<file path="config.mk">
export PLATFORM = sky130hd
export DESIGN_NAME = frame_header_classifier
export DESIGN_NICKNAME = d
export VERILOG_FILES = /design/src/hw/rtl/fhc_pkg.sv /design/src/hw/rtl/frame_header_classifier.sv
export SDC_FILE = /design/constraint.sdc
export NUM_CORES = 1
export LEC_CHECK = 0
export ABC_AREA = 1
export ABC_CLOCK_PERIOD_IN_PS = 11300
export BUFFER_PORTS_ARGS = -buffer_cell sky130_fd_sc_hd__buf_4
export CELL_PAD_IN_SITES_DETAIL_PLACEMENT = 1
export CELL_PAD_IN_SITES_GLOBAL_PLACEMENT = 2
export CORE_MARGIN = 1.5
export CORE_UTILIZATION = 38
export CTS_CLUSTER_SIZE = 20
export DETAILED_ROUTE_END_ITERATION = 7
export GPL_TIMING_DRIVEN = 0
export PLACE_DENSITY = 0.91
export SYNTH_ARGS = -nofsm -noshare
export SYNTH_HDL_FRONTEND = slang
export SYNTH_SLANG_ARGS = --single-unit
export TNS_END_PERCENT = 20
</file>
<file path="constraint.sdc">
create_clock -name clock -period 11.3 [get_ports clock]
set_input_delay 1.13 -clock clock [delete_from_list [all_inputs] [get_ports clock]]
set_output_delay 1.13 -clock clock [all_outputs]
set_load 0.005 [all_outputs]
</file>
<file path="src/hw/rtl/fhc_pkg.sv">
// ----------------------------------------------------------------------------
// fhc_pkg
// types and constants shared by the frame header classifier
// ----------------------------------------------------------------------------
package fhc_pkg;

   // position counter width and the width used for offset arithmetic
   localparam int POSITION_BITS_DEFAULT = 16;
   localparam int EXT_BITS              = 17;
   localparam int LINK_BITS             = 7;
   localparam logic [LINK_BITS-1:0] LINK_HEADER_RESET = 7'd14;

   // ethertypes
   localparam logic [15:0] ETHERTYPE_ARP  = 16'h0806;
   localparam logic [15:0] ETHERTYPE_IPV4 = 16'h0800;
   localparam logic [15:0] ETHERTYPE_IPV6 = 16'h86DD;

   // ip protocol numbers
   localparam logic [7:0] PROTO_ICMPV4 = 8'd1;
   localparam logic [7:0] PROTO_TCP    = 8'd6;
   localparam logic [7:0] PROTO_UDP    = 8'd17;
   localparam logic [7:0] PROTO_ICMPV6 = 8'd58;

   // well known ports
   localparam logic [15:0] PORT_FTP         = 16'd21;
   localparam logic [15:0] PORT_SSH         = 16'd22;
   localparam logic [15:0] PORT_TELNET      = 16'd23;
   localparam logic [15:0] PORT_HTTP        = 16'd80;
   localparam logic [15:0] PORT_HTTPS       = 16'd443;
   localparam logic [15:0] PORT_DNS         = 16'd53;
   localparam logic [15:0] PORT_DHCP_SERVER = 16'd67;
   localparam logic [15:0] PORT_DHCP_CLIENT = 16'd68;

   // header offsets
   localparam logic [3:0] IHL_MASK       = 4'hF;
   localparam int MIN_FRAME_BYTES        = 14;
   localparam int IPV4_HEADER_BYTES      = 20;
   localparam int IPV4_PROTO_OFFSET      = 9;
   localparam int IPV4_ADDR_OFFSET       = 12;
   localparam int IPV6_NEXT_OFFSET       = 6;
   localparam int IPV6_HEADER_BYTES      = 40;
   localparam int IPV6_NEED_BYTES        = 7;
   localparam int ETHERTYPE_HI_POS       = 12;
   localparam int ETHERTYPE_LO_POS       = 13;

   // class codes
   localparam logic [3:0] CLASS_UNKNOWN_L2 = 4'd0;
   localparam logic [3:0] CLASS_ARP        = 4'd1;
   localparam logic [3:0] CLASS_TCP        = 4'd2;
   localparam logic [3:0] CLASS_FTP        = 4'd3;
   localparam logic [3:0] CLASS_SSH        = 4'd4;
   localparam logic [3:0] CLASS_TELNET     = 4'd5;
   localparam logic [3:0] CLASS_HTTP       = 4'd6;
   localparam logic [3:0] CLASS_HTTPS      = 4'd7;
   localparam logic [3:0] CLASS_UDP        = 4'd8;
   localparam logic [3:0] CLASS_DNS        = 4'd9;
   localparam logic [3:0] CLASS_DHCP       = 4'd10;
   localparam logic [3:0] CLASS_ICMPV4     = 4'd11;
   localparam logic [3:0] CLASS_ICMPV6     = 4'd12;
   localparam logic [3:0] CLASS_OTHER_IP   = 4'd13;

   typedef struct packed {
      logic [7:0] data_byte;
      logic       last_byte;
   } req_type;

   typedef struct packed {
      logic [31:0] packet_id;
      logic [3:0]  class_code;
      logic [15:0] ether_type;
      logic [7:0]  ip_protocol;
      logic [15:0] source_port;
      logic [15:0] destination_port;
      logic [7:0]  icmp_kind;
      logic [31:0] source_ipv4;
      logic [31:0] destination_ipv4;
      logic [15:0] captured_length;
      logic        truncated;
   } rsp_type;

endpackage

</file>
<file path="src/hw/rtl/frame_header_classifier.sv">
// ----------------------------------------------------------------------------
// frame_header_classifier
// per-byte capture of ethernet / ipv4 / ipv6 / transport header fields with
// one classification record per frame
// ----------------------------------------------------------------------------
// output: the record is in the result register in the cycle after the last byte
// of a frame is transferred
// throughput: one byte per cycle, set by the single-pass capture and classify
// logic feeding the result register; the input stalls only while a record waits
// reset (synchronous): header offset 14, packet id 1, per-frame state cleared
// ----------------------------------------------------------------------------
module frame_header_classifier #(
   parameter int POSITION_BITS = fhc_pkg::POSITION_BITS_DEFAULT
) (
   input  logic                            clock,
   input  logic                            reset,
   // byte input channel
   input  logic                            req_valid,
   output logic                            req_stall,
   input  fhc_pkg::req_type                req_data,
   // record output channel
   output logic                            rsp_valid,
   input  logic                            rsp_stall,
   output fhc_pkg::rsp_type                rsp_data,
   // configuration
   input  logic                            csr_wr_en,
   input  logic [fhc_pkg::LINK_BITS-1:0]   csr_wr_data
);

   localparam int EW = fhc_pkg::EXT_BITS;
   localparam logic [POSITION_BITS-1:0] POS_MAX = {POSITION_BITS{1'b1}};

   // configuration register
   logic [fhc_pkg::LINK_BITS-1:0] link_len_ff;

   // per-frame capture state
   logic [POSITION_BITS-1:0] pos_ff,     pos_in;
   logic [31:0]              frame_cnt_ff;
   logic [15:0]              type_ff,    type_in;
   logic [7:0]               toff_ff,    toff_in;
   logic [7:0]               proto_ff,   proto_in;
   logic [7:0]               v6_next_ff, v6_next_in;
   logic [3:0][7:0]          port_ff,    port_in;
   logic [3:0][7:0]          v6_win_ff,  v6_win_in;
   logic [7:0][7:0]          addr_ff,    addr_in;

   // output register
   logic                     rsp_valid_ff;
   fhc_pkg::rsp_type         rsp_data_ff, rsp_data_in;

   logic                     req_xfer;
   logic                     frame_end;

   // offset arithmetic in EW bits, with the current transport offset in 8 bits
   logic [EW-1:0] p_w, link_w, t6_w, toff_w;
   logic [EW-1:0] addr_rel, port_rel, v6_rel;
   logic [EW-1:0] need_w, tstart_w;
   logic [EW-1:0] len_w;
   logic [7:0]    toff_cur;

   // classification
   logic          is_ip;
   logic [7:0]    proto_sel;
   logic [31:0]   win_sel;
   logic [15:0]   sp, dp;

   // the input is held back only while a finished record is waiting
   assign req_stall = rsp_valid_ff & rsp_stall;
   assign req_xfer  = req_valid & ~req_stall;
   assign frame_end = req_xfer & req_data.last_byte;

   assign rsp_valid = rsp_valid_ff;
   assign rsp_data  = rsp_data_ff;

   // ------------------------------------------------------------------------
   // field capture for the byte being transferred
   // ------------------------------------------------------------------------
   always_comb begin
      p_w    = {{(EW-POSITION_BITS){1'b0}}, pos_ff};
      link_w = {{(EW-fhc_pkg::LINK_BITS){1'b0}}, link_len_ff};
      t6_w   = link_w + EW'(fhc_pkg::IPV6_HEADER_BYTES);

      type_in    = type_ff;
      proto_in   = proto_ff;
      v6_next_in = v6_next_ff;
      port_in    = port_ff;
      v6_win_in  = v6_win_ff;
      addr_in    = addr_ff;

      // ethertype, big-endian
      if (p_w == EW'(fhc_pkg::ETHERTYPE_HI_POS)) begin
         type_in[15:8] = req_data.data_byte;
      end
      if (p_w == EW'(fhc_pkg::ETHERTYPE_LO_POS)) begin
         type_in[7:0] = req_data.data_byte;
      end

      // ipv4 transport start from ihl; seen by the port window in the same byte
      if (p_w == link_w) begin
         toff_cur = 8'(link_len_ff) + {2'b00, req_data.data_byte[3:0] & fhc_pkg::IHL_MASK, 2'b00};
      end else begin
         toff_cur = toff_ff;
      end
      toff_w = {{(EW-8){1'b0}}, toff_cur};

      if (p_w == link_w + EW'(fhc_pkg::IPV4_PROTO_OFFSET)) begin
         proto_in = req_data.data_byte;
      end
      if (p_w == link_w + EW'(fhc_pkg::IPV6_NEXT_OFFSET)) begin
         v6_next_in = req_data.data_byte;
      end

      // source then destination ipv4 address
      addr_rel = p_w - (link_w + EW'(fhc_pkg::IPV4_ADDR_OFFSET));
      if (p_w >= link_w + EW'(fhc_pkg::IPV4_ADDR_OFFSET) && addr_rel < EW'(8)) begin
         addr_in[3'd7 - addr_rel[2:0]] = req_data.data_byte;
      end

      // first four ipv4 transport bytes
      port_rel = p_w - toff_w;
      if (p_w >= toff_w && port_rel < EW'(4)) begin
         port_in[2'd3 - port_rel[1:0]] = req_data.data_byte;
      end

      // first four ipv6 transport bytes
      v6_rel = p_w - t6_w;
      if (p_w >= t6_w && v6_rel < EW'(4)) begin
         v6_win_in[2'd3 - v6_rel[1:0]] = req_data.data_byte;
      end

      toff_in = toff_cur;
      pos_in  = (pos_ff < POS_MAX) ? pos_ff + 1'b1 : POS_MAX;
   end

   // ------------------------------------------------------------------------
   // classification on the updated fields
   // ------------------------------------------------------------------------
   always_comb begin
      rsp_data_in = '0;
      is_ip       = 1'b0;
      proto_sel   = '0;
      win_sel     = '0;
      tstart_w    = '0;
      need_w      = EW'(fhc_pkg::MIN_FRAME_BYTES);

      // captured length saturates at 16 bits
      len_w = p_w + EW'(1);
      if (len_w > EW'(16'hFFFF)) begin
         len_w = EW'(16'hFFFF);
      end

      rsp_data_in.packet_id       = frame_cnt_ff;
      rsp_data_in.ether_type      = type_in;
      rsp_data_in.captured_length = len_w[15:0];
      rsp_data_in.class_code      = fhc_pkg::CLASS_UNKNOWN_L2;

      if (type_in == fhc_pkg::ETHERTYPE_ARP) begin
         rsp_data_in.class_code = fhc_pkg::CLASS_ARP;
      end else if (type_in == fhc_pkg::ETHERTYPE_IPV4) begin
         is_ip     = 1'b1;
         proto_sel = proto_in;
         win_sel   = port_in;
         tstart_w  = toff_w;
         rsp_data_in.source_ipv4      = addr_in[7:4];
         rsp_data_in.destination_ipv4 = addr_in[3:0];
         if (need_w < link_w + EW'(fhc_pkg::IPV4_HEADER_BYTES)) begin
            need_w = link_w + EW'(fhc_pkg::IPV4_HEADER_BYTES);
         end
      end else if (type_in == fhc_pkg::ETHERTYPE_IPV6) begin
         is_ip     = 1'b1;
         proto_sel = v6_next_in;
         win_sel   = v6_win_in;
         tstart_w  = t6_w;
         if (need_w < link_w + EW'(fhc_pkg::IPV6_NEED_BYTES)) begin
            need_w = link_w + EW'(fhc_pkg::IPV6_NEED_BYTES);
         end
      end

      sp = win_sel[31:16];
      dp = win_sel[15:0];

      if (is_ip) begin
         rsp_data_in.ip_protocol = proto_sel;
         if (proto_sel == fhc_pkg::PROTO_TCP || proto_sel == fhc_pkg::PROTO_UDP) begin
            rsp_data_in.source_port      = sp;
            rsp_data_in.destination_port = dp;
            if (need_w < tstart_w + EW'(4)) begin
               need_w = tstart_w + EW'(4);
            end
            if (proto_sel == fhc_pkg::PROTO_TCP) begin
               if (sp == fhc_pkg::PORT_FTP || dp == fhc_pkg::PORT_FTP) begin
                  rsp_data_in.class_code = fhc_pkg::CLASS_FTP;
               end else if (sp == fhc_pkg::PORT_SSH || dp == fhc_pkg::PORT_SSH) begin
                  rsp_data_in.class_code = fhc_pkg::CLASS_SSH;
               end else if (sp == fhc_pkg::PORT_TELNET || dp == fhc_pkg::PORT_TELNET) begin
                  rsp_data_in.class_code = fhc_pkg::CLASS_TELNET;
               end else if (sp == fhc_pkg::PORT_HTTP || dp == fhc_pkg::PORT_HTTP) begin
                  rsp_data_in.class_code = fhc_pkg::CLASS_HTTP;
               end else if (sp == fhc_pkg::PORT_HTTPS || dp == fhc_pkg::PORT_HTTPS) begin
                  rsp_data_in.class_code = fhc_pkg::CLASS_HTTPS;
               end else begin
                  rsp_data_in.class_code = fhc_pkg::CLASS_TCP;
               end
            end else begin
               if (sp == fhc_pkg::PORT_DNS || dp == fhc_pkg::PORT_DNS) begin
                  rsp_data_in.class_code = fhc_pkg::CLASS_DNS;
               end else if (sp == fhc_pkg::PORT_DHCP_SERVER || dp == fhc_pkg::PORT_DHCP_SERVER
                         || sp == fhc_pkg::PORT_DHCP_CLIENT
                         || dp == fhc_pkg::PORT_DHCP_CLIENT) begin
                  rsp_data_in.class_code = fhc_pkg::CLASS_DHCP;
               end else begin
                  rsp_data_in.class_code = fhc_pkg::CLASS_UDP;
               end
            end
         end else if (proto_sel == fhc_pkg::PROTO_ICMPV4
                   || proto_sel == fhc_pkg::PROTO_ICMPV6) begin
            rsp_data_in.icmp_kind = win_sel[31:24];
            if (need_w < tstart_w + EW'(1)) begin
               need_w = tstart_w + EW'(1);
            end
            rsp_data_in.class_code = (proto_sel == fhc_pkg::PROTO_ICMPV4)
                                   ? fhc_pkg::CLASS_ICMPV4 : fhc_pkg::CLASS_ICMPV6;
         end else begin
            rsp_data_in.class_code = fhc_pkg::CLASS_OTHER_IP;
         end
      end

      // frame shorter than the last field the class relies on
      rsp_data_in.truncated = (len_w < need_w);
   end

   // ------------------------------------------------------------------------
   // registers
   // ------------------------------------------------------------------------
   always_ff @(posedge clock) begin
      if (reset) begin
         link_len_ff <= fhc_pkg::LINK_HEADER_RESET;
      end else if (csr_wr_en) begin
         link_len_ff <= csr_wr_data;
      end
   end

   // capture state; a last byte clears it for the next frame
   always_ff @(posedge clock) begin
      if (reset || frame_end) begin
         pos_ff     <= '0;
         type_ff    <= '0;
         toff_ff    <= '0;
         proto_ff   <= '0;
         v6_next_ff <= '0;
         port_ff    <= '0;
         v6_win_ff  <= '0;
         addr_ff    <= '0;
      end else if (req_xfer) begin
         pos_ff     <= pos_in;
         type_ff    <= type_in;
         toff_ff    <= toff_in;
         proto_ff   <= proto_in;
         v6_next_ff <= v6_next_in;
         port_ff    <= port_in;
         v6_win_ff  <= v6_win_in;
         addr_ff    <= addr_in;
      end
   end

   // running id, wraps at 32 bits
   always_ff @(posedge clock) begin
      if (reset) begin
         frame_cnt_ff <= 32'd1;
      end else if (frame_end) begin
         frame_cnt_ff <= frame_cnt_ff + 32'd1;
      end
   end

   // result register
   always_ff @(posedge clock) begin
      if (reset) begin
         rsp_valid_ff <= 1'b0;
      end else if (frame_end) begin
         rsp_valid_ff <= 1'b1;
      end else if (!rsp_stall) begin
         rsp_valid_ff <= 1'b0;
      end
   end

   always_ff @(posedge clock) begin
      if (frame_end) begin
         rsp_data_ff <= rsp_data_in;
      end
   end

   // ------------------------------------------------------------------------
   // assertions
   // ------------------------------------------------------------------------
   // a last-byte transfer always leaves a record behind
   a_frame_gives_record: assert property (@(posedge clock) disable iff (reset)
      frame_end |=> rsp_valid_ff)
      else $error("no record after last byte");

   // per-frame position restarts after a frame ends
   a_frame_clears_pos: assert property (@(posedge clock) disable iff (reset)
      frame_end |=> (pos_ff == '0))
      else $error("byte position not cleared at frame end");

   // id advances by exactly one per frame
   a_id_step: assert property (@(posedge clock) disable iff (reset)
      frame_end |=> (frame_cnt_ff == $past(frame_cnt_ff) + 32'd1))
      else $error("packet id did not advance by one");

   // a taken record with no new frame end leaves the output empty
   a_record_drains: assert property (@(posedge clock) disable iff (reset)
      (rsp_valid_ff && !rsp_stall && !frame_end) |=> !rsp_valid_ff)
      else $error("record repeated after transfer");

endmodule
</file>
## Word level (Yosys, flattened, before mapping)

Cells that the tools add are included.

| word-level totals | value |
|---|---|
| output and inout bits | 183 |
| register bits after elaboration | 405 |
| input port bits | 21 |
| word-level logic and storage cells | 185 |

| cells by class | value |
|---|---|
| bitwise logic cells | 7 |
| reductions and logical operators | 21 |
| eq/ne operators | 29 |
| $add $sub $neg | 18 |
| mux-type cells | 56 |
| $lt $le $gt $ge | 19 |

Operator list:

| kind | number |
|---|---|
| 32-bit two-way mux | 5 |
| 17-bit two-way mux | 8 |
| 8-bit two-way mux | 17 |
| 16-bit by 5-bit == test with 1-bit output (second input constant) | 6 |
| 16-bit by 7-bit == test with 1-bit output (second input constant) | 6 |
| 32-bit bitwise mux | 2 |
| 64-bit bitwise mux | 1 |
| 64-bit two-way mux | 1 |
| 17-bit less-than comparator | 3 |
| 16-bit by 8-bit greater-or-equal comparator with 1-bit output | 3 |
| 17-bit by 3-bit less-than comparator with 1-bit output (second input constant) | 2 |
| 4-bit by 17-bit less-than comparator with 1-bit output (first input constant) | 2 |
| 16-bit by 8-bit subtractor with 17-bit output | 2 |
| 32-bit by 1-bit adder with 32-bit output (second input constant) | 1 |
| 8-bit demux with 2-bit select | 2 |
| 16-bit by 12-bit == test with 1-bit output (second input constant) | 2 |
| 16-bit by 4-bit == test with 1-bit output (second input constant) | 2 |
| 16-bit by 6-bit == test with 1-bit output (second input constant) | 2 |
| 16-bit by 8-bit == test with 1-bit output | 2 |
| 16-bit by 9-bit == test with 1-bit output (second input constant) | 2 |
| 8-bit demux with 3-bit select | 1 |
| 3-bit two-way mux | 7 |
| 16-bit by 1-bit adder with 17-bit output (second input constant) | 1 |
| 17-bit by 1-bit adder with 17-bit output (second input constant) | 1 |
| 35 further kinds | 69 |

## Logic depth before layout (Yosys ltp)

Gate-level depths: netlist of run 1.

| logic depth | value |
|---|---|
| depth in word-level cells | 22 |
| depth in mapped cells | 44 |
| gate-level depth less buffers | 42 |

## Worst setup path before layout of run 1

No wires, ideal clock.

| timing path | value |
|---|---|
| path type | in2reg |
| from | input req_data[1] (netlist bit) |
| to | register rsp_data_ff, in the netlist rsp_data[0] (data pin) |
| stages on the path | 34 |
| path slack | 5.229 ns |
| buffers on the path | 3 |
| arrival time | 5.925 ns |
| path through | clkbuf_1 > inv_1 > o21ai_1 > inv_1 > nor4_2 > nand3_2 > nand2_2 > buf_6 > inv_1 > buf_4 > nor2_1 > ha_1 > nand2_1 > nor2_1 > nand2_1 > o21ai_1 > inv_1 > ha_1 > a21oi_1 > o21ai_1 > a21oi_2 > nand3_4 > o21ai_1 > a21oi_1 > or2_1 > ha_1 > a21oi_1 > o21ai_0 > a21o_1 > a21oi_1 > o21bai_1 > nor4_1 > nand4_1 > a21oi_1 |

RTL lines:

| element | line | RTL |
|---|---|---|
| start, declared | frame_header_classifier.sv:20 | `input fhc_pkg::req_type req_data,` |
| end signal, assigned | frame_header_classifier.sv:288 | `rsp_data_ff <= rsp_data_in;` |
| end, declared | frame_header_classifier.sv:49 | `fhc_pkg::rsp_type rsp_data_ff, rsp_data_in;` |

==> summary.md, run 1 <==
| Metric | Value |
|---|---|
| Final Max Tran Viols | `0` |
| Slowest cell delay on critical path | `620 ps` |
| WP buf/inv | `5` |
| PD cells | `~140 nW/um2` |
| Hpwl dp | `between 60000 and 70000 um` |
| Sequential share of the synthesized area | `43.2%` |
| Post-synth EDFFs | `between 150 and 200` |
| Slew HR | `between 10% and 20%` |
| Clk sinks | `405` |
| CP required | `roughly 12000 ps` |
| Die Span X | `249 um` |
| Synthesized netlist cell count | `roughly 3000` |
| Hold Violations, Final | `0` |
| Max-cap violation count | `0` |
| Worst-Margin Slew | `approximately 1200 ps` |
| Gr ovfl total | `0` |
| Drt initial violations | `1326` |
| CP Capture Type | `flop` |
| Total Wirelength | `86600 um` |
| Worst Hold Class | `reg -> reg` |
| Worst-case clock skew | `a little over 30 ps` |
| Setup violations, final | `0` |
| CTS Root Cell | `clkbuf_16` |
| Crit-path max FO | `10` |
| Max Freq | `121 MHz` |
| DR WL/cell | `between 20 and 25 um` |
| FFs w/ async S/R, synth | `0%` |
| TNS Setup | `0 ps` |
| Floorplan row count | `between 80 and 90` |
| Lkg Pwr | `approximately 12 nW` |
| Max IR drop VDD | `0.120 mV` |
| Placed insts | `around 4000` |
| Skew-Pair Late Insertion Delay | `just over 600 ps` |
| Crit path DAT | `between 8000 and 9000 ps` |
| Fin crit period | `around 8300 ps` |
| Maximum clock path buffer count | `3` |
| Worst hold margin | `448 ps` |
| Setup bufs post-CTS | `0` |
| Num ports | `204` |
| Final Cycle Share | `roughly three quarters` |
| Synth area leaders | `edfxtp_1 24%, dfxtp_1 20%, nand2_1 9.1%, inv_1 6.8%, o21ai_0 6.5%` |
| Initial antenna violation count | `1` |
| Crit-path slowest cell | `o21ai_0` |
| GRT Util Overall | `27.5%` |
| Top-area cell type share of the netlist area | `a little under a quarter` |
| Syn-to-layout area delta | `17.8%` |
| Die height | `249 um` |
| Startpoint Class | `flop` |
| First-pass GRT wire length | `around 130000 um` |
| Reg clk slew, reported paths | `60 ps` |
| Layout cells sized above 1 | `roughly 14%` |
| Leading area contributor after synthesis | `edfxtp_1` |
| Synthesized cell area | `~23000 um2` |
| Post-route ant nets | `0` |
| Via/cell ratio | `approximately 5.4` |
| Gpl congestion | `0.928` |
| Overall die area | `around 62000 um2` |
| RSZ-0062 raised after global routing | `no` |
| Starting Density | `38.7%` |
| Post-Syn Nets | `between 3000 and 4000` |
| Number of CTS-inserted buffers | `47` |
| Vias in the first global route | `between 20000 and 25000` |
| H-tree depth | `2` |
| Hold buffer count at CTS | `0` |
| IO Port Bufs | `198` |
| DR vias | `around 22000` |
| Synth cell types | `66` |
| Synth Warn # | `0` |
| Mapped Avg Cell Area | `7.62 um2` |
| Commonest register cell after synthesis | `dfxtp_1` |
| Top delay family on crit path | `compound AO/OA/AOI/OAI gates` |
| # nets final | `about 3300` |
| CP Class | `reg -> reg` |
| PostCTS Resize Cnt | `0` |
| TritonCTS clock tree | `yes` |
| Drt pass-1 iters | `5` |
| Synthesis-stage register bit count | `around 410` |
| Finished Layout Cells | `just over 4000` |
| Largest net degree at the start of global routing | `a little over 100` |
| Status | `finished clean` |
| Core area | `~59000 um2` |
| # DRC | `0` |
-- cells in the mapped netlist, drive strengths merged, types with 3 or more instances --
cell	n
xnor2	10
mux2i	6
o31ai	3
inv	441
o21a	5
a21oi	172
o21ai	336
o211ai	118
dfxtp	224
nand2	594
xor2	43
o21bai	7
nor4	12
nor3	37
clkinv	10
nand4	61
nand3b	5
ha	61
or2	6
buf	45
a31oi	4
and3	3
o22ai	3
nand3	187
clkbuf	99
edfxtp	181
nor2	324
-- logic make-up after synthesis --
group           after synthesis  synth area share, %
compound gates              660                 16.3
xor+xnor                     53                 2.02
fa+ha+maj                    63                 3.50
buf+inv                     595                 10.4
flops                       405                 43.2
mux                           6                0.262
simple gates               1232                 24.3
-- worst paths after layout --
| check | from | endpoint | slack (ps) | cells past startpoint |
|---|---|---|---|---|
| worst min register to register | frame_cnt_ff[26]$_SDFFE_PP0P_ | rsp_data[175]$_DFFE_PP_ | 450 | 0 |
| worst max register to register | pos_ff[1]$_SDFFE_PP0P_ | rsp_data[0]$_DFFE_PP_ | 3030 | 39 |
| worst max-delay path | pos_ff[1]$_SDFFE_PP0P_ | rsp_data[0]$_DFFE_PP_ | 3030 | 39 |
| worst min-delay path | frame_cnt_ff[26]$_SDFFE_PP0P_ | rsp_data[175]$_DFFE_PP_ | 450 | 0 |
-- layout by cell type, fill, tap and decap left out, types with 5 or more instances in the layout --
cell type | Yosys | layout
o21a_1 | 5 | 5
clkinv_1 | 7 | 13
o21ai_1 | 32 | 32
nor2_4 | 12 | 12
nand3_1 | 171 | 171
nor2_1 | 297 | 297
buf_1 | 10 | 10
ha_1 | 61 | 61
nand4_1 | 61 | 61
dfxtp_1 | 224 | 224
buf_4 | 6 | 204
nor4_1 | 8 | 8
nor3_1 | 34 | 34
inv_2 | 26 | 26
edfxtp_1 | 181 | 181
nor2_2 | 13 | 13
or2_2 | 5 | 5
mux2i_1 | 6 | 6
buf_6 | 13 | 13
clkbuf_1 | 99 | 107
nand2_1 | 555 | 555
clkbuf_16 | 0 | 48
o21ai_0 | 299 | 299
xnor2_1 | 10 | 10
buf_2 | 16 | 16
nand3_2 | 12 | 12
xor2_1 | 43 | 43
o211ai_1 | 118 | 118
inv_1 | 413 | 412
clkinv_2 | 2 | 10
nand2_2 | 35 | 35
a21oi_1 | 169 | 169
-- power by group --
group | leakage [nW] | switching [mW] | internal (mW)
Combinational | 7.38 | 0.456 | 0.196
Clock | 0.778 | 0.665 | 0.907
Sequential | 3.66 | 0.0390 | 1.59
-- registers in the layout, summed over array words and instances, names as in the netlist --
| register | count |
|---|---|
| addr_ff | 64 |
| port_ff | 32 |
| v6_win_ff | 32 |
| frame_cnt_ff | 32 |
| proto_ff | 8 |
| type_ff | 16 |
| toff_ff | 8 |
| link_len_ff | 7 |
| rsp_valid | 1 |
| rsp_data | 181 |
| pos_ff | 16 |
| v6_next_ff | 8 |
-- metal layers --
layer / up-vias / share of wire, % / track usage [%]
met3: 137 / 5.4 / 4.42
li1: 10500 / - / -
met5: - / 0.015 / 0
met4: 2 / 2.8 / 8.80
met1: 10900 / 44 / 36.1
met2: 599 / 47 / 46.3
-- final cells by class --
class / count / area (um2)
sequential: 405 / 9920
clock inverter: 28 / 300
clock buffer: 60 / 1290
multi-input combinational: 2014 / 10700
tap: 773 / 967
inverter: 451 / 1710
fill: 7349 / 32300
timing repair buffer: 199 / 1510
buffer: 144 / 681
antenna: 1 / 2.50
-- metrics by stage --
step | total power, mW | area (um2) | setup slack [ps] | util (%)
after floorplan | 2.07 | 23000 | 5230 | -
after global placement | 2.28 | 25400 | 2760 | 42.8
after detailed placement | 2.30 | 25500 | 2630 | 42.9
after CTS | 3.88 | 27000 | 3140 | 45.6
after global routing | 4.01 | 27000 | 2440 | 45.6
final | 3.86 | 27000 | 3030 | 45.6
No activity file was read; power rests on OpenSTA's default activity.
==> run 2: changes to the inputs <==
--- a/config.mk
+++ b/config.mk
@@ -6,16 +6,16 @@
 export NUM_CORES = 1
 export LEC_CHECK = 0
 export ABC_AREA = 1
-export ABC_CLOCK_PERIOD_IN_PS = 11300
+export ABC_CLOCK_PERIOD_IN_PS = 6700
 export BUFFER_PORTS_ARGS = -buffer_cell sky130_fd_sc_hd__buf_4
 export CELL_PAD_IN_SITES_DETAIL_PLACEMENT = 1
 export CELL_PAD_IN_SITES_GLOBAL_PLACEMENT = 2
 export CORE_MARGIN = 1.5
-export CORE_UTILIZATION = 38
+export CORE_UTILIZATION = 32
 export CTS_CLUSTER_SIZE = 20
 export DETAILED_ROUTE_END_ITERATION = 7
 export GPL_TIMING_DRIVEN = 0
-export PLACE_DENSITY = 0.91
+export PLACE_DENSITY = 0.82
 export SYNTH_ARGS = -nofsm -noshare
 export SYNTH_HDL_FRONTEND = slang
 export SYNTH_SLANG_ARGS = --single-unit
==> constraint.sdc (replaced) <==
create_clock -name clock -period 6.7 [get_ports clock]
set_input_delay 0.67 -clock clock [delete_from_list [all_inputs] [get_ports clock]]
set_output_delay 0.67 -clock clock [all_outputs]
set_load 0.005 [all_outputs]
==> summary.md, run 2 (synthesized netlist as in run 1, its figures left out) <==
| Metric | Value |
|---|---|
| Startpoint Class | `flop` |
| Floorplan row count | `98 (+10%)` |
| Syn-to-layout area delta | `24.2%` |
| IO Port Bufs | `198 (unchanged)` |
| Met3 GRT Util | `3.65% (-0.77 points)` |
| Hold Path Cell Cnt | `2 (+2)` |
| Met1 GRT Util | `30.9% (-5.3 points)` |
| Slew HR | `20.1% (+2.1 points)` |
| Placed Instance Area | `25700 um2 (+0.87%)` |
| Fin crit period | `6480 ps (-1790 ps)` |
| Maximum clock path buffer count | `3 (unchanged)` |
| Initial antenna violation count | `0 (-1)` |
| Overall die area | `73400 um2 (+19%)` |
| Max IR drop VDD | `0.202 mV (+69%)` |
| Final Max Tran Viols | `0 (unchanged)` |
| First-pass GRT wire length | `135000 um (+0.69%)` |
| Worst Hold Class | `in -> reg` |
| CP Class | `reg -> reg` |
| Num ports | `204 (unchanged)` |
| Final Cycle Share | `96.7% (+24 points)` |
| # nets final | `3408 (+1.9%)` |
| Setup violations, final | `0 (unchanged)` |
| Worst hold margin | `363 ps (-85.5 ps)` |
| Via/cell ratio | `5.15 (-5.3%)` |
| Crit path DAT | `6920 ps (-1780 ps)` |
| Largest net degree at the start of global routing | `128 (+24%)` |
| Max-cap violation count | `0 (unchanged)` |
| DR vias | `22200 (+0.33%)` |
| Final Cell Area | `28500 um2 (+5.5%)` |
| CTS Root Cell | `clkbuf_16` |
| DR WL/cell | `20.7 um (-2.6%)` |
| Max Freq | `154 MHz (+28%)` |
| Hpwl dp | `67200 um (+2.6%)` |
| Gr ovfl total | `0 (unchanged)` |
| Gpl congestion | `0.926 (-0.22%)` |
| Skew-Pair Late Insertion Delay | `620 ps (about the same)` |
| Lkg Pwr | `12.3 nW (+3.7%)` |
| PD cells | `238 nW/um2 (+67%)` |
| ANT cells | `0 (-1)` |
| Post-route ant nets | `0 (unchanged)` |
| GRT busiest layer | `met2` |
| Layout cells sized above 1 | `17.4% (+3.8 points)` |
| # DRC | `0 (unchanged)` |
| Crit-path slowest cell | `o211ai_1` |
| Hold Violations, Final | `0 (unchanged)` |
| Crit-path max FO | `8 (-2)` |
| Worst-case clock skew | `36.4 ps (+5.80 ps)` |
| Total Wirelength | `89300 um (+3.2%)` |
| Most common cell after layout, fill and taps aside | `nand2_1` |
| Clk sinks | `405 (unchanged)` |
| GR Util met2 | `40.2% (-6.1 points)` |
| Vias in the first global route | `22500 (-1.1%)` |
| Max FFs per register | `181 (unchanged)` |
| CP Capture Type | `flop` |
| Slowest cell delay on critical path | `420 ps (-200 ps)` |
| GRT Util Overall | `23.6% (-4.0 points)` |
| Worst-Margin Slew | `1200 ps (-32.1 ps)` |
| Reg clk slew, reported paths | `50 ps (about the same)` |
| TritonCTS clock tree | `yes` |
| Die height | `271 um (+8.9%)` |
| CP required | `7140 ps (-4590 ps)` |
| Core area | `71200 um2 (+20%)` |
| Power Total | `6.79 mW (+76%)` |
| Starting Density | `32.2% (-6.5 points)` |
| H-tree depth | `2 (unchanged)` |
| Status | `finished clean` |
| Drt initial violations | `1239 (-6.6%)` |
| R2R depth | `38 (-2.6%)` |
| Drt pass-1 iters | `5 (unchanged)` |
| Die Span X | `271 um (+8.9%)` |
| Commonest cells after routing, fill and taps aside | `550 x nand2_1, 403 x inv_1, 295 x o21ai_0, 290 x nor2_1, 257 x buf_4` |
| Number of CTS-inserted buffers | `50 (+6.4%)` |
==> run 2: cell type report <==
type,instances,area [um2]
inverters,451,1750
multi-input cells,2015,11100
clock inverters,29,368
flip-flops and latches,405,9940
fillers,8693,42700
repair buffers,257,1990
plain buffers,144,768
clock buffers,65,1380
well taps,950,1190
==> run 2: final timing paths <==
check | startpoint | end | slack, ps
setup / recovery | pos_ff[1]$_SDFFE_PP0P_ | rsp_data[0]$_DFFE_PP_ | 220
hold / removal | csr_wr_en | link_len_ff[3]$_SDFFE_PP1P_ | 360
setup reg to reg | pos_ff[1]$_SDFFE_PP0P_ | rsp_data[0]$_DFFE_PP_ | 220
hold reg to reg | frame_cnt_ff[26]$_SDFFE_PP0P_ | rsp_data[175]$_DFFE_PP_ | 430
==> run 2: what timing repair did <==
action	in CTS	in global routing
resized for setup	56	96
pin swaps	10	34
endpoints found under the setup margin	1	1
setup buffers	21	36
gates cloned	1	1
hold buffers	0	0
==> run 2: metrics by stage <==
| stage | setup slack [ps] | utilization [%] | setup TNS (ps) | cells |
|---|---|---|---|---|
| 5_1_grt | -139 | 40.0 | -139 | 4316 |
| 6_report | 220 | 40.0 | 0 | 4316 |
| 3_5_place_dp | -1160 | 36.0 | -1160 | 4163 |
| 3_3_place_gp | -1070 | 36.0 | -102330 | 4162 |
| 2_1_floorplan | 956 | - | 0 | 3014 |
| 4_1_cts | 13.6 | 39.0 | 0 | 4279 |
==> run 2: critical path: cells and delay by family, from the launching register on <==
kind,cells,cell delay (ps)
and+or+nand+nor,17,2630
AOI/OAI and AO/OA,9,1380
buffers and inverters,8,1030
adders and majority gates,3,720
DFF,1,410
xor gates and xnor gates,1,150
==> run 2: power breakdown <==
group	switching, mW	internal (mW)
logic	0.782	0.361
clock network	1.16	1.73
registers	0.0679	2.69
total	2.01	4.78
==> run 2: layer usage <==
| metal | share of wire [%] | vias up |
|---|---|---|
| met2 | 48 | 524 |
| met5 | 0 | - |
| li1 | - | 10600 |
| met4 | 2.6 | 0 |
| met3 | 5.0 | 135 |
| met1 | 44 | 10900 |
==> run 3: changes to the inputs <==
--- a/config.mk
+++ b/config.mk
@@ -7,7 +7,7 @@
 export LEC_CHECK = 0
 export ABC_AREA = 1
 export ABC_CLOCK_PERIOD_IN_PS = 6700
-export BUFFER_PORTS_ARGS = -buffer_cell sky130_fd_sc_hd__buf_4
+export BUFFER_PORTS_ARGS = -buffer_cell sky130_fd_sc_hd__buf_2
 export CELL_PAD_IN_SITES_DETAIL_PLACEMENT = 1
 export CELL_PAD_IN_SITES_GLOBAL_PLACEMENT = 2
 export CORE_MARGIN = 1.5
==> summary.md, run 3 (synthesized netlist as in run 1, its figures left out) <==
| Metric | Value |
|---|---|
| Drt pass-1 iters | `5 (unchanged)` |
| Crit-path max FO | `10 (+2)` |
| # DRC | `0 (unchanged)` |
| Layout cells sized above 1 | `17.7% (+0.26 points)` |
| TritonCTS clock tree | `yes` |
| Maximum clock path buffer count | `3 (unchanged)` |
| Max FFs per register | `181 (unchanged)` |
| Worst-case clock skew | `18.8 ps (-17.6 ps)` |
| First-pass GRT wire length | `129000 um (-4.4%)` |
| Reg clk slew, reported paths | `60 ps (about the same)` |
| Hold buffer count at CTS | `0 (unchanged)` |
| DR vias | `21600 (-3.0%)` |
| CP required | `7150 ps (about the same)` |
| Initial antenna violation count | `0 (unchanged)` |
| DR WL/cell | `19.8 um (-4.6%)` |
| Die Span X | `271 um (unchanged)` |
| Power Total | `6.82 mW (+0.50%)` |
| Worst Hold Class | `in -> reg` |
| Final Cell Area | `28100 um2 (-1.6%)` |
| Die height | `271 um (unchanged)` |
| Placed Instance Area | `25200 um2 (-1.9%)` |
| Starting Density | `32.2% (unchanged)` |
| Crit path DAT | `6900 ps (-20 ps)` |
| Commonest cells after routing, fill and taps aside | `550 x nand2_1, 404 x inv_1, 294 x o21ai_0, 287 x nor2_1, 216 x dfxtp_1` |
| Total Wirelength | `85300 um (-4.5%)` |
| Status | `finished clean` |
| Crit-path slowest cell | `dfxtp_2` |
| Syn-to-layout area delta | `22.3%` |
| Core area | `71200 um2 (unchanged)` |
| Clk sinks | `405 (unchanged)` |
| CP Class | `reg -> reg` |
| GRT Util Overall | `22.7% (-0.87 points)` |
| Lkg Pwr | `12.2 nW (-0.33%)` |
| IO Port Bufs | `198 (unchanged)` |
| Top delay family on crit path | `simple AND/OR/NAND/NOR gates` |
| Cell mode on critical path | `nand2_1` |
| Final Max Tran Viols | `0 (unchanged)` |
| R2r endpoint | `rsp_data[0]$_DFFE_PP_` |
| Max Freq | `155 MHz (+0.36%)` |
| Num ports | `204 (unchanged)` |
| Hold Path End | `link_len_ff[3]$_SDFFE_PP1P_` |
| Most common cell after layout, fill and taps aside | `nand2_1` |
| Max IR drop VDD | `0.175 mV (-13%)` |
| # nets final | `3408 (unchanged)` |
| Number of CTS-inserted buffers | `51 (+2.0%)` |
| Drt initial violations | `1165 (-6.0%)` |
| Largest net degree at the start of global routing | `108 (-16%)` |
| Gpl congestion | `0.909 (-1.9%)` |
| Fin crit period | `6460 ps (-23.0 ps)` |
| PD cells | `243 nW/um2 (+2.1%)` |
| Vias in the first global route | `21500 (-4.8%)` |
| Hold Violations, Final | `0 (unchanged)` |
| Via/cell ratio | `4.99 (-3.1%)` |
| R2R depth | `39 (+2.6%)` |
| Skew-Pair Late Insertion Delay | `610 ps (about the same)` |
| R2R setup slack | `240 ps (+20 ps)` |
| Worst-Margin Slew | `1230 ps (+32.3 ps)` |
| Startpoint Class | `flop` |
| Post-route ant nets | `0 (unchanged)` |
| WP buf/inv | `7 (-1)` |
| CTS Root Cell | `clkbuf_16` |
| Final Cycle Share | `96.4% (-0.34 points)` |
| Setup violations, final | `0 (unchanged)` |
| Overall die area | `73400 um2 (unchanged)` |
| Floorplan row count | `98 (unchanged)` |
| Hpwl dp | `63300 um (-5.8%)` |
| H-tree depth | `2 (unchanged)` |
| Slew HR | `18.0% (-2.2 points)` |
| Slowest cell delay on critical path | `370 ps (-50 ps)` |
| Gr ovfl total | `0 (unchanged)` |
| Max-cap violation count | `0 (unchanged)` |
| CP Capture Type | `flop` |
| Hold Path Cell Cnt | `3 (+1)` |
| HP Start | `csr_wr_data[3]` |
| Reg-to-Reg Start | `pos_ff[2]$_SDFFE_PP0P_` |
run 3: cell types whose count changed in the layout (fill, tap and decap cells not counted), moves of 3 or more:
cell,delta
buf_2,+198
buf_4,-198
clkinv_2,+7
clkinvlp_4,-7
ha_1,-3
ha_4,+4
nor2_1,-3
nor2_4,+3
o21ai_2,+5
o21ai_4,-4
run 3: repair_timing:
| item | CTS | global route |
|---|---|---|
| setup buffers | 20 | 38 |
| endpoints found under the setup margin | 1 | 1 |
| gates resized for setup | 49 | 104 |
| pin swaps | 10 | 38 |
| gates cloned | 0 | 1 |
run 3: how the worst max path moves through the flow:
stage                            from                     to  slack (ps)  cells after the start
2_1_floorplan  pos_ff[7]$_SDFFE_PP0P_  rsp_data[0]$_DFFE_PP_         960                     39
3_3_place_gp              req_data[4]  rsp_data[0]$_DFFE_PP_       -1120                     34
3_5_place_dp              req_data[4]  rsp_data[0]$_DFFE_PP_       -1140                     34
4_1_cts        pos_ff[1]$_SDFFE_PP0P_  rsp_data[0]$_DFFE_PP_           3                     39
5_1_grt        pos_ff[1]$_SDFFE_PP0P_  rsp_data[0]$_DFFE_PP_         -90                     40
6_report       pos_ff[2]$_SDFFE_PP0P_  rsp_data[0]$_DFFE_PP_         240                     39
run 3: worst register-to-register path, delay by kind of cell (launching register included):
kind | cells | cell delay, ps
compound gates | 12 | 1650
fa+ha+maj | 3 | 740
buf+inv | 7 | 960
flops | 1 | 370
simple gates | 17 | 2590
run 3: power breakdown:
part	switching, mW	leakage (nW)	total (mW)	internal, mW
combinational	0.764	7.67	1.10	0.339
clock	1.15	0.875	2.97	1.82
sequential	0.0617	3.66	2.75	2.69
run 3: per-layer routing:
| metal | routed length, um | GRT usage (%) | part of all wire, % |
|---|---|---|---|
| met4 | 2330 | 6.76 | 2.7 |
| met5 | 0 | 0 | 0 |
| met2 | 39400 | 36.9 | 46 |
| met3 | 4470 | 3.95 | 5.2 |
| met1 | 39100 | 30.7 | 46 |
run 3: final cells by class:
class,instances,area [um2]
antenna,2,5.00
buffer,143,744
clock buffer,66,1400
clock inverter,30,400
fill,8755,43200
inverter,451,1740
multi-input combinational,2014,11200
sequential,405,9930
tap,950,1190
timing repair buffer,258,1510
run 3: metrics by stage:
step | instances | worst slack [ps] | setup TNS (ps) | hold WS (ps) | utilization (%)
global route | 4317 | -94.3 | -94.3 | 313 | 39.4
floorplan | 3014 | 956 | 0 | 408 | -
detailed placement | 4163 | -1140 | -1140 | 431 | 35.3
CTS | 4279 | 2.53 | 0 | 277 | 38.4
finish | 4319 | 243 | 0 | 299 | 39.4
global placement | 4162 | -1120 | -147470 | 412 | 35.3
